<file path="src/rtl/plcs_pkg.sv">
// Shared constants, result codes and the column valid-mask function
// for the projection-profile line and character segmenter. No dependencies.
`timescale 1ns / 1ps

package plcs_pkg;

  localparam int WORD_BITS  = 32;
  localparam int LOG_WORD   = $clog2(WORD_BITS);
  localparam int MAX_WIDTH  = 1024;
  localparam int MAX_HEIGHT = 4096;
  localparam int NWORDS     = MAX_WIDTH / WORD_BITS;
  localparam int WIDX_BITS  = $clog2(NWORDS);
  localparam int WPR_BITS   = WIDX_BITS + 1;
  localparam int CFG_BITS   = 11;
  localparam int ROW_BITS   = $clog2(MAX_HEIGHT);
  localparam int KIND_BITS  = 2;

  typedef enum logic [KIND_BITS-1:0] {
    CUT_TOP    = 2'd0,
    CUT_BOTTOM = 2'd1,
    CUT_MASK   = 2'd2
  } cut_kind_t;

  // Columns of word k that lie below width w.
  function automatic logic [WORD_BITS-1:0] valid_mask(input logic [CFG_BITS-1:0] w,
                                                      input logic [WIDX_BITS-1:0] k);
    logic [CFG_BITS:0]      base;
    logic [CFG_BITS:0]      rem;
    logic [WORD_BITS-1:0]   m;
    base = (CFG_BITS + 1)'(k) << LOG_WORD;
    rem  = (CFG_BITS + 1)'(w) - base;
    if (base >= (CFG_BITS + 1)'(w)) begin
      m = '0;
    end else if (rem >= (CFG_BITS + 1)'(WORD_BITS)) begin
      m = '1;
    end else begin
      m = (WORD_BITS'(1) << rem[LOG_WORD-1:0]) - WORD_BITS'(1);
    end
    return m;
  endfunction

endpackage

</file>
<file path="src/rtl/plcs_in_if.sv">
// Pixel word channel: valid/ready handshake with frame start flag and pixels.
// Depends on plcs_pkg.
`timescale 1ns / 1ps

interface plcs_in_if;
  logic                           valid;
  logic                           ready;
  logic                           start_of_frame;
  logic [plcs_pkg::WORD_BITS-1:0] pixel_word;

  modport source (output valid, output start_of_frame, output pixel_word, input ready);
  modport sink   (input valid, input start_of_frame, input pixel_word, output ready);
endinterface

</file>
<file path="src/rtl/plcs_out_if.sv">
// Cut result channel: valid/ready handshake with line cuts and column cut masks.
// Depends on plcs_pkg.
`timescale 1ns / 1ps

interface plcs_out_if;
  logic                           valid;
  logic                           ready;
  logic [plcs_pkg::KIND_BITS-1:0] cut_kind;
  logic [plcs_pkg::ROW_BITS-1:0]  cut_row;
  logic [plcs_pkg::WIDX_BITS-1:0] mask_word_index;
  logic [plcs_pkg::WORD_BITS-1:0] cut_mask;
  logic                           last_of_run;

  modport source (output valid, output cut_kind, output cut_row, output mask_word_index,
                  output cut_mask, output last_of_run, input ready);
  modport sink   (input valid, input cut_kind, input cut_row, input mask_word_index,
                  input cut_mask, input last_of_run, output ready);
endinterface

</file>
<file path="src/rtl/plcs_ram.sv">
// Generic simple dual-port RAM, one write and one registered read port.
// Read during write to the same address returns the old contents.
`timescale 1ns / 1ps

module plcs_ram #(
  parameter int WIDTH = 32,
  parameter int DEPTH = 32
) (
  input  logic                     clk,
  input  logic                     we,
  input  logic [$clog2(DEPTH)-1:0] waddr,
  input  logic [WIDTH-1:0]         wdata,
  input  logic [$clog2(DEPTH)-1:0] raddr,
  output logic [WIDTH-1:0]         rdata
);

  logic [WIDTH-1:0] mem [DEPTH];

  always_ff @(posedge clk) begin
    if (we) begin
      mem[waddr] <= wdata;
    end
    rdata <= mem[raddr];
  end

endmodule

</file>
<file path="src/rtl/projection_line_char_segmenter.sv">
// Projection-profile line and character segmenter, top level.
// Depends on plcs_pkg, plcs_in_if, plcs_out_if and plcs_ram.
`timescale 1ns / 1ps
//
//   channel   dir  kind           words
//   words     in   valid/ready    start_of_frame, pixel_word
//   cuts      out  valid/ready    cut_kind, cut_row, mask_word_index, cut_mask, last_of_run
//   cfg       in   write enable   image_width (cfg_data)
//
// One pixel word per cycle when input is not held; each word does a read-modify-write
// of the column-OR RAM, with the write in the cycle after the read and forwarding
// between back-to-back words. A closing band stops input while the readout runs: it
// alternates issuing a RAM read with using its data, emitting one mask word per row word.
// A row-ending word waits while the result register is full and not taken.
// Synchronous reset; column store validity is per-entry flops, so no clearing pass.

module projection_line_char_segmenter (
  input  logic                          clk,
  input  logic                          rst,
  input  logic                          cfg_we,
  input  logic [plcs_pkg::CFG_BITS-1:0] cfg_data,
  plcs_in_if.sink                       words,
  plcs_out_if.source                    cuts
);

  localparam int WB = plcs_pkg::WORD_BITS;
  localparam int IB = plcs_pkg::WIDX_BITS;
  localparam int PB = plcs_pkg::WPR_BITS;
  localparam int CB = plcs_pkg::CFG_BITS;
  localparam int RB = plcs_pkg::ROW_BITS;

  typedef enum logic {ST_RUN, ST_READ} state_t;

  state_t                 state;
  logic [CB-1:0]          image_width;
  logic [IB-1:0]          wc;
  logic [RB-1:0]          row;
  logic                   prev_ink;
  logic                   row_ink;
  logic [plcs_pkg::NWORDS-1:0] valid_bits;

  logic                   s1_valid;
  logic [IB-1:0]          s1_addr;
  logic [WB-1:0]          s1_px;

  logic                   fwd_hit;
  logic [WB-1:0]          fwd_data;
  logic                   vld_q;
  logic                   rd_zero;

  logic [PB-1:0]          rd_j;
  logic                   rd_pend;
  logic [RB-1:0]          band_row;
  logic [WB-1:0]          win_cur;
  logic                   win_msb;

  logic                   out_valid;
  plcs_pkg::cut_kind_t    out_kind;
  logic [RB-1:0]          out_row;
  logic [IB-1:0]          out_idx;
  logic [WB-1:0]          out_mask;
  logic                   out_last;

  logic [CB-1:0]          w_eff;
  logic [CB-1:0]          w_sum;
  logic [PB-1:0]          wpr;
  logic                   accept;
  logic                   sof;
  logic [IB-1:0]          wi;
  logic [WB-1:0]          px;
  logic                   ink_eff;
  logic                   prev_eff;
  logic [RB-1:0]          row_eff;
  logic [PB-1:0]          wc_inc;
  logic                   row_end;
  logic                   top_cut;
  logic                   bottom_cut;
  logic                   out_free;
  logic                   next_ends_row;

  logic                   ram_we;
  logic [WB-1:0]          ram_wdata;
  logic [IB-1:0]          ram_raddr;
  logic [WB-1:0]          ram_rdata;
  logic [WB-1:0]          rd_eff;

  logic [IB-1:0]          rk;
  logic [WB-1:0]          rd_word;
  logic [WB-1:0]          left_nb;
  logic [WB-1:0]          right_nb;
  logic [WB-1:0]          cut_word;

  always_comb begin
    if (image_width == '0) begin
      w_eff = CB'(1);
    end else if (image_width > CB'(plcs_pkg::MAX_WIDTH)) begin
      w_eff = CB'(plcs_pkg::MAX_WIDTH);
    end else begin
      w_eff = image_width;
    end
  end

  assign w_sum = w_eff + CB'(WB - 1);
  assign wpr   = w_sum[CB-1:plcs_pkg::LOG_WORD];

  assign out_free      = !out_valid || cuts.ready;
  assign next_ends_row = (PB'(wc) + PB'(1)) >= wpr;
  assign words.ready   = (state == ST_RUN) && (out_free || !next_ends_row);
  assign accept        = words.valid && words.ready;

  assign sof        = words.start_of_frame;
  assign wi         = sof ? '0 : wc;
  assign px         = words.pixel_word & plcs_pkg::valid_mask(w_eff, wi);
  assign ink_eff    = (sof ? 1'b0 : row_ink) | (|px);
  assign prev_eff   = sof ? 1'b0 : prev_ink;
  assign row_eff    = sof ? '0 : row;
  assign wc_inc     = PB'(wi) + PB'(1);
  assign row_end    = wc_inc >= wpr;
  assign top_cut    = row_end && ink_eff && !prev_eff && (row_eff != '0);
  assign bottom_cut = row_end && !ink_eff && prev_eff;

  // read data of the previous cycle, corrected for a same-entry write, validity and start of frame
  always_comb begin
    if (rd_zero) begin
      rd_eff = '0;
    end else if (fwd_hit) begin
      rd_eff = fwd_data;
    end else if (vld_q) begin
      rd_eff = ram_rdata;
    end else begin
      rd_eff = '0;
    end
  end

  assign ram_we    = s1_valid;
  assign ram_wdata = rd_eff | s1_px;
  assign ram_raddr = (state == ST_RUN) ? wi : rd_j[IB-1:0];

  plcs_ram #(
    .WIDTH (WB),
    .DEPTH (plcs_pkg::NWORDS)
  ) u_col_ram (
    .clk   (clk),
    .we    (ram_we),
    .waddr (s1_addr),
    .wdata (ram_wdata),
    .raddr (ram_raddr),
    .rdata (ram_rdata)
  );

  // readout window: win_cur is word rk, rd_word is word rk + 1
  assign rk       = IB'(rd_j - PB'(1));
  assign rd_word  = (rd_j < wpr) ? (rd_eff & plcs_pkg::valid_mask(w_eff, rd_j[IB-1:0])) : '0;
  assign left_nb  = {win_cur[WB-2:0], win_msb};
  assign right_nb = {rd_word[0], win_cur[WB-1:1]};
  assign cut_word = ~win_cur & (left_nb | right_nb) & plcs_pkg::valid_mask(w_eff, rk);

  always_ff @(posedge clk) begin
    if (rst) begin
      state       <= ST_RUN;
      image_width <= CB'(plcs_pkg::MAX_WIDTH);
      wc          <= '0;
      row         <= '0;
      prev_ink    <= 1'b0;
      row_ink     <= 1'b0;
      valid_bits  <= '0;
      s1_valid    <= 1'b0;
      fwd_hit     <= 1'b0;
      vld_q       <= 1'b0;
      rd_zero     <= 1'b0;
      rd_j        <= '0;
      rd_pend     <= 1'b0;
      out_valid   <= 1'b0;
    end else begin
      if (cfg_we) begin
        image_width <= cfg_data;
      end

      s1_valid <= accept;
      fwd_hit  <= s1_valid && (s1_addr == ram_raddr);
      vld_q    <= valid_bits[ram_raddr];
      rd_zero  <= accept && sof;

      if (s1_valid) begin
        valid_bits[s1_addr] <= 1'b1;
      end
      if (accept && sof) begin
        valid_bits <= '0;
      end

      if (cuts.valid && cuts.ready) begin
        out_valid <= 1'b0;
      end

      case (state)
        ST_RUN: begin
          if (accept) begin
            if (row_end) begin
              wc       <= '0;
              prev_ink <= ink_eff;
              row_ink  <= 1'b0;
              row      <= row_eff + RB'(1);
            end else begin
              wc       <= wc_inc[IB-1:0];
              prev_ink <= prev_eff;
              row_ink  <= ink_eff;
              row      <= row_eff;
            end
            if (top_cut) begin
              out_valid <= 1'b1;
              out_kind  <= plcs_pkg::CUT_TOP;
              out_row   <= row_eff - RB'(1);
              out_idx   <= '0;
              out_mask  <= '0;
              out_last  <= 1'b1;
            end
            if (bottom_cut) begin
              out_valid <= 1'b1;
              out_kind  <= plcs_pkg::CUT_BOTTOM;
              out_row   <= row_eff;
              out_idx   <= '0;
              out_mask  <= '0;
              out_last  <= 1'b0;
              state     <= ST_READ;
              rd_j      <= '0;
              rd_pend   <= 1'b0;
              win_cur   <= '0;
              win_msb   <= 1'b0;
              band_row  <= row_eff;
            end
          end
        end
        ST_READ: begin
          if (!rd_pend) begin
            if (out_free) begin
              rd_pend <= 1'b1;
            end
          end else begin
            rd_pend <= 1'b0;
            win_cur <= rd_word;
            win_msb <= win_cur[WB-1];
            rd_j    <= rd_j + PB'(1);
            if (rd_j != '0) begin
              out_valid <= 1'b1;
              out_kind  <= plcs_pkg::CUT_MASK;
              out_row   <= band_row;
              out_idx   <= rk;
              out_mask  <= cut_word;
              out_last  <= (rd_j == wpr);
            end
            if (rd_j == wpr) begin
              state      <= ST_RUN;
              valid_bits <= '0;
            end
          end
        end
        default: begin
          state <= ST_RUN;
        end
      endcase
    end
  end

  always_ff @(posedge clk) begin
    s1_addr  <= wi;
    s1_px    <= px;
    fwd_data <= ram_wdata;
  end

  assign cuts.valid           = out_valid;
  assign cuts.cut_kind        = out_kind;
  assign cuts.cut_row         = out_row;
  assign cuts.mask_word_index = out_idx;
  assign cuts.cut_mask        = out_mask;
  assign cuts.last_of_run     = out_last;

endmodule

</file>
<file path="src/flat_wrapper.sv">
// flat-port wrapper written by rule: the top's interface ports become plain ports
module projection_line_char_segmenter_flat 
  (clk, rst, cfg_we, cfg_data, words_valid, words_start_of_frame, words_pixel_word, words_ready, cuts_valid, cuts_cut_kind, cuts_cut_row, cuts_mask_word_index, cuts_cut_mask, cuts_last_of_run, cuts_ready);
  plcs_in_if words_i ();
  plcs_out_if cuts_i ();
  input  logic clk;
  input  logic rst;
  input  logic cfg_we;
  input  logic [plcs_pkg::CFG_BITS-1:0] cfg_data;
  input wire logic [$bits(words_i.valid)-1:0] words_valid;
  input wire logic [$bits(words_i.start_of_frame)-1:0] words_start_of_frame;
  input wire logic [$bits(words_i.pixel_word)-1:0] words_pixel_word;
  output wire logic [$bits(words_i.ready)-1:0] words_ready;
  output wire logic [$bits(cuts_i.valid)-1:0] cuts_valid;
  output wire logic [$bits(cuts_i.cut_kind)-1:0] cuts_cut_kind;
  output wire logic [$bits(cuts_i.cut_row)-1:0] cuts_cut_row;
  output wire logic [$bits(cuts_i.mask_word_index)-1:0] cuts_mask_word_index;
  output wire logic [$bits(cuts_i.cut_mask)-1:0] cuts_cut_mask;
  output wire logic [$bits(cuts_i.last_of_run)-1:0] cuts_last_of_run;
  input wire logic [$bits(cuts_i.ready)-1:0] cuts_ready;
  assign words_i.valid = words_valid;
  assign words_i.start_of_frame = words_start_of_frame;
  assign words_i.pixel_word = words_pixel_word;
  assign words_ready = words_i.ready;
  assign cuts_valid = cuts_i.valid;
  assign cuts_cut_kind = cuts_i.cut_kind;
  assign cuts_cut_row = cuts_i.cut_row;
  assign cuts_mask_word_index = cuts_i.mask_word_index;
  assign cuts_cut_mask = cuts_i.cut_mask;
  assign cuts_last_of_run = cuts_i.last_of_run;
  assign cuts_i.ready = cuts_ready;
  projection_line_char_segmenter u_core (.clk(clk), .rst(rst), .cfg_we(cfg_we), .cfg_data(cfg_data), .words(words_i), .cuts(cuts_i));
endmodule
</file>
<file path="config.mk">
export PLATFORM = sky130hd
export DESIGN_NAME = projection_line_char_segmenter_flat
export DESIGN_NICKNAME = d
export VERILOG_FILES = /design/src/rtl/plcs_pkg.sv /design/src/rtl/plcs_in_if.sv /design/src/rtl/plcs_out_if.sv /design/src/rtl/plcs_ram.sv /design/src/rtl/projection_line_char_segmenter.sv /design/src/flat_wrapper.sv
export SDC_FILE = /design/constraint.sdc
export NUM_CORES = 2
export LEC_CHECK = 0
export BUFFER_PORTS_ARGS = -buffer_cell sky130_fd_sc_hd__clkbuf_2
export CORE_MARGIN = 5
export CORE_UTILIZATION = 40
export CTS_CLUSTER_DIAMETER = 200
export DETAILED_ROUTE_END_ITERATION = 6
export MAX_ROUTING_LAYER = met4
export PLACE_DENSITY = 0.53
export SYNTH_ARGS = -nofsm -noshare
export SYNTH_HDL_FRONTEND = slang
export SYNTH_SLANG_ARGS = --single-unit
</file>
<file path="constraint.sdc">
create_clock -name clk -period 9.2 [get_ports clk]
set_clock_uncertainty 0.05 [all_clocks]
set_input_delay 0.92 -clock clk [delete_from_list [all_inputs] [get_ports clk]]
set_output_delay 0.92 -clock clk [all_outputs]
set_load 0.05 [all_outputs]
</file>
==> results.yml <==
outcome:
  run_status: "finished, violations left"
  violations_in_the_final_reports: "design-rule violations"
timing:
  final_worst_path_period_share_pct: 68.1
  tightest_slew_ns: 1.33
  grt_setup_unrepaired: "no"
  setup-tns-final_ns: 0
  max_clock_freq_mhz: 160
  final-max-slew-violation-count: 0
  worst_slew_margin_rel_pct: 11.0
  final_min_period_ns: 6.26
  hold_fails_final_rpt: 0
  finalSetupViolCount: 0
synthesis:
  ys_async_sr_fraction_pct: 0
  main_combinational_cell_family_by_area_after_synthesis: "multiplexers"
  synth.yosys.seq_area_share_pct: 71.5
  synthXorXnorAreaFrac_pct: 0.725
  syn-instance-count: 3180
  synth_adder_area_share_pct: 1.13
  syn-num-nets: 3274
  synth_simple_gate_area_share_pct: 8.46
  ys.warnings.count: 0
  synth_compound_area_share_pct: 4.49
  mappedNetlistArea_um2: 52000
  synth_edf_count: 1121
  top_flip_flop_cell_by_instance_count_after_synthesis: "edfxtp_1"
  syn-mean-instance-area_um2: 16.3
  ys_seq_elements: 1297
  yosys.cell_types.count: 91
  synth_mux_area_share_pct: 11.9
floorplanning:
  boundaryPins: 103
  rows: 132
  effective_utilization_at_floorplan_pct: 40.2
  floorplan.die.width_um: 370
  dieArea_um2: 137000
  floorplan.die.height_um: 370
  floorplan.core_area_um2: 129000
global_routing:
  initial_antenna_violation_count: 6
  grt_first_pass_wirelength_um: 212000
  globalRoute.totalOverflow: 0
  grt.total_usage_pct: 22.0
  grt_max_degree: 133
  grt_pass1_vias: 29700
clock_network:
  number_of_setup_buffers_added_after_cts: 0
  cts-htree-levels: 4
  cts_resized: 0
  tritoncts: "done"
  clock_tree.buffer_depth: 3
  clock_latency_ns: 0.78
  cts_made_buffers: 139
  cts_root_buffer: "clkbuf_16"
  clock-sinks: 1297
  clk_pin_slew_worst_paths_ns: 0.06
  cts_hold_repair.buffers: 0
routing:
  vias: 29700
  routedWlPerCell_um: 28.4
  drt_first_iter_violations: 2938
  antenna_violating_nets_post_route: 0
  detailedRoute.firstPassIterationCount: 7
  avgViaCountPerCell: 5.74
  final_wl_um: 147000
  remaining_drc_errors: 1
power_and_ir_drop:
  total_leakage_power_nw: 19.5
  power-per-cell-area_nw_per_um2: 216
  irDropWorstVdd_mv: 0.163
finish:
  layout_commonest_cell: "edfxtp_1"
  finish.utilization_pct: 46.0
  final_layout_size_suffix_gt1_share_pct: 22.1
  mostFrequentLayoutCells: "edfxtp_1 (1121), nand2_1 (374), mux4_2 (264), nand3_1 (206)"
  final_net_count: 3404
  fillers: 11100
  synthToLayoutAreaGrowth_pct: 14.5
worst_setup_path:
  worst-endpoint-arrival_ns: 6.60
  critical_path_peak_fanout: 52
  worst_ep_required_time_ns: 9.54
  cp-end-kind: "register"
  r2r_slack_ns: 2.94
  timing.reg2reg.worst_path_depth: 16
  worst-setup-path-type: "register to register"
  setup.worst_path.start_class: "register"
placed_design:
  numPortBuffers: 102
  place_congestion: 0.880
  place_hpwl_um: 82900
hold_path:
  hold-path-cell-count: 2
  hp-class: "input pin to register"
job:
  cap_violations: 0
## sequential cells by signal, summed over array words and instances (netlist names), 2 cells and up
register,flops
u_core.wc,5
u_core.band_row,12
u_core.u_col_ram.mem,1024
u_core.cuts.cut_row,12
u_core.row,12
u_core.u_col_ram.rdata,32
u_core.cuts.mask_word_index,5
u_core.cuts.cut_kind,2
u_core.valid_bits,32
u_core.image_width,11
u_core.s1_addr,5
u_core.cuts.cut_mask,32
u_core.win_cur,32
u_core.fwd_data,32
u_core.rd_j,6
u_core.s1_px,32
## cell usage after synthesis (7+ instances only)
cell type	count	share of area, %
a2111oi_0	39	0.66
o41ai_1	7	0.12
nand3b_1	10	0.14
xor2_1	22	0.37
mux4_2	264	11
edfxtp_1	1121	65
nand2_1	374	2.7
dfxtp_1	176	6.8
nand3_1	206	2.0
nand2b_1	14	0.17
ha_1	42	1.0
mux2i_1	19	0.37
nor3_1	16	0.15
o21ai_0	74	0.71
or2_2	22	0.26
buf_1	47	0.34
and3_1	10	0.12
buf_2	8	0.077
or4_1	8	0.12
o21a_1	38	0.55
nor2_1	206	1.5
a22oi_1	38	0.55
or3_1	7	0.084
inv_1	42	0.30
a31oi_1	10	0.12
clkbuf_1	123	0.89
nor4_1	11	0.13
nor2b_1	23	0.28
o21bai_1	12	0.17
a21o_1	18	0.26
xnor2_1	21	0.35
o22ai_1	7	0.084
a21oi_1	34	0.33
## routing by layer
layer  wire, um  GRT usage, %  up-vias
met1      64300          31.0    15600
met3      10400          3.74      228
met2      68200          33.3     1139
met4       3940          6.30        0
li1           -             -    12600
met5          0             -        -
## power breakdown
group          total [mW]  leakage (nW)  switching (mW)  internal, mW
clock network        5.55          2.22            2.37          3.18
registers            6.64          11.6          0.0349          6.61
logic               0.682          5.61           0.493         0.189
total                12.9          19.5            2.90          9.98
## layout make-up
class                           instances  area (um2)  share of cell area, %
Clock buffer                          190        3810                   6.41
Antenna cell                            2        5.00                0.00841
Sequential cell                      1297       37200                   62.5
Inverter                               44         165                  0.277
Timing Repair Buffer                  173        1100                   1.85
Tap cell                             1742        2180                   3.66
Clock inverter                         66         763                   1.28
Multi-Input combinational cell       1655       14300                   24.0
## logic make-up (layout without fill, tap and decap cells)
family / after synthesis / after routing
xor+xnor: 43 / 43
buf+inv: 228 / 473
mux: 288 / 288
simple gates: 951 / 951
flops: 1297 / 1297
compound gates: 328 / 328
other cells: 0 / 2
fa+ha+maj: 45 / 45
## worst max-delay path: stages, from the launching register on
cell and delay [ns]:
dfxtp_1 0.34, or4_1 0.57, o211ai_2 0.21, or2b_1 0.31, inv_2 0.19, ha_1 0.51, o41ai_2 0.15, buf_4 0.21
nor2_1 0.27, mux2i_1 0.53, a21oi_1 0.19, nor4_1 0.50, nand3_2 0.24, nor3_2 0.54, mux2i_1 0.26, a21oi_4 0.18
buf_4 0.56
## metrics by stage
| stage | cells | hold slack [ns] | total power, mW | cell area (um2) | setup slack [ns] |
|---|---|---|---|---|---|
| 2_1_floorplan | 3180 | 0.356 | 7.16 | 52000 | 1.76 |
| 3_3_place_gp | 4910 | 0.392 | 7.42 | 54900 | 2.40 |
| 3_5_place_dp | 4910 | 0.402 | 7.44 | 54900 | 2.20 |
| 4_1_cts | 5166 | 0.244 | 13.0 | 59500 | 2.92 |
| 5_1_grt | 5168 | 0.279 | 13.3 | 59500 | 2.63 |
| 6_report | 5169 | 0.299 | 12.9 | 59500 | 2.94 |
## path summary, 6_finish.rpt
path | startpoint | end
worst max-delay path | u_core.image_width[6]$_SDFFE_PP0P_ | u_core.cuts.cut_mask[13]$_SDFFCE_PN0P_
worst min register to register | u_core.valid_bits[12]$_SDFF_PP0_ | u_core.valid_bits[12]$_SDFF_PP0_
worst max register to register | u_core.image_width[6]$_SDFFE_PP0P_ | u_core.cuts.cut_mask[13]$_SDFFCE_PN0P_
worst min-delay path | cfg_data[10] | u_core.image_width[10]$_SDFFE_PP1P_
(Power assumes the default switching activity.)
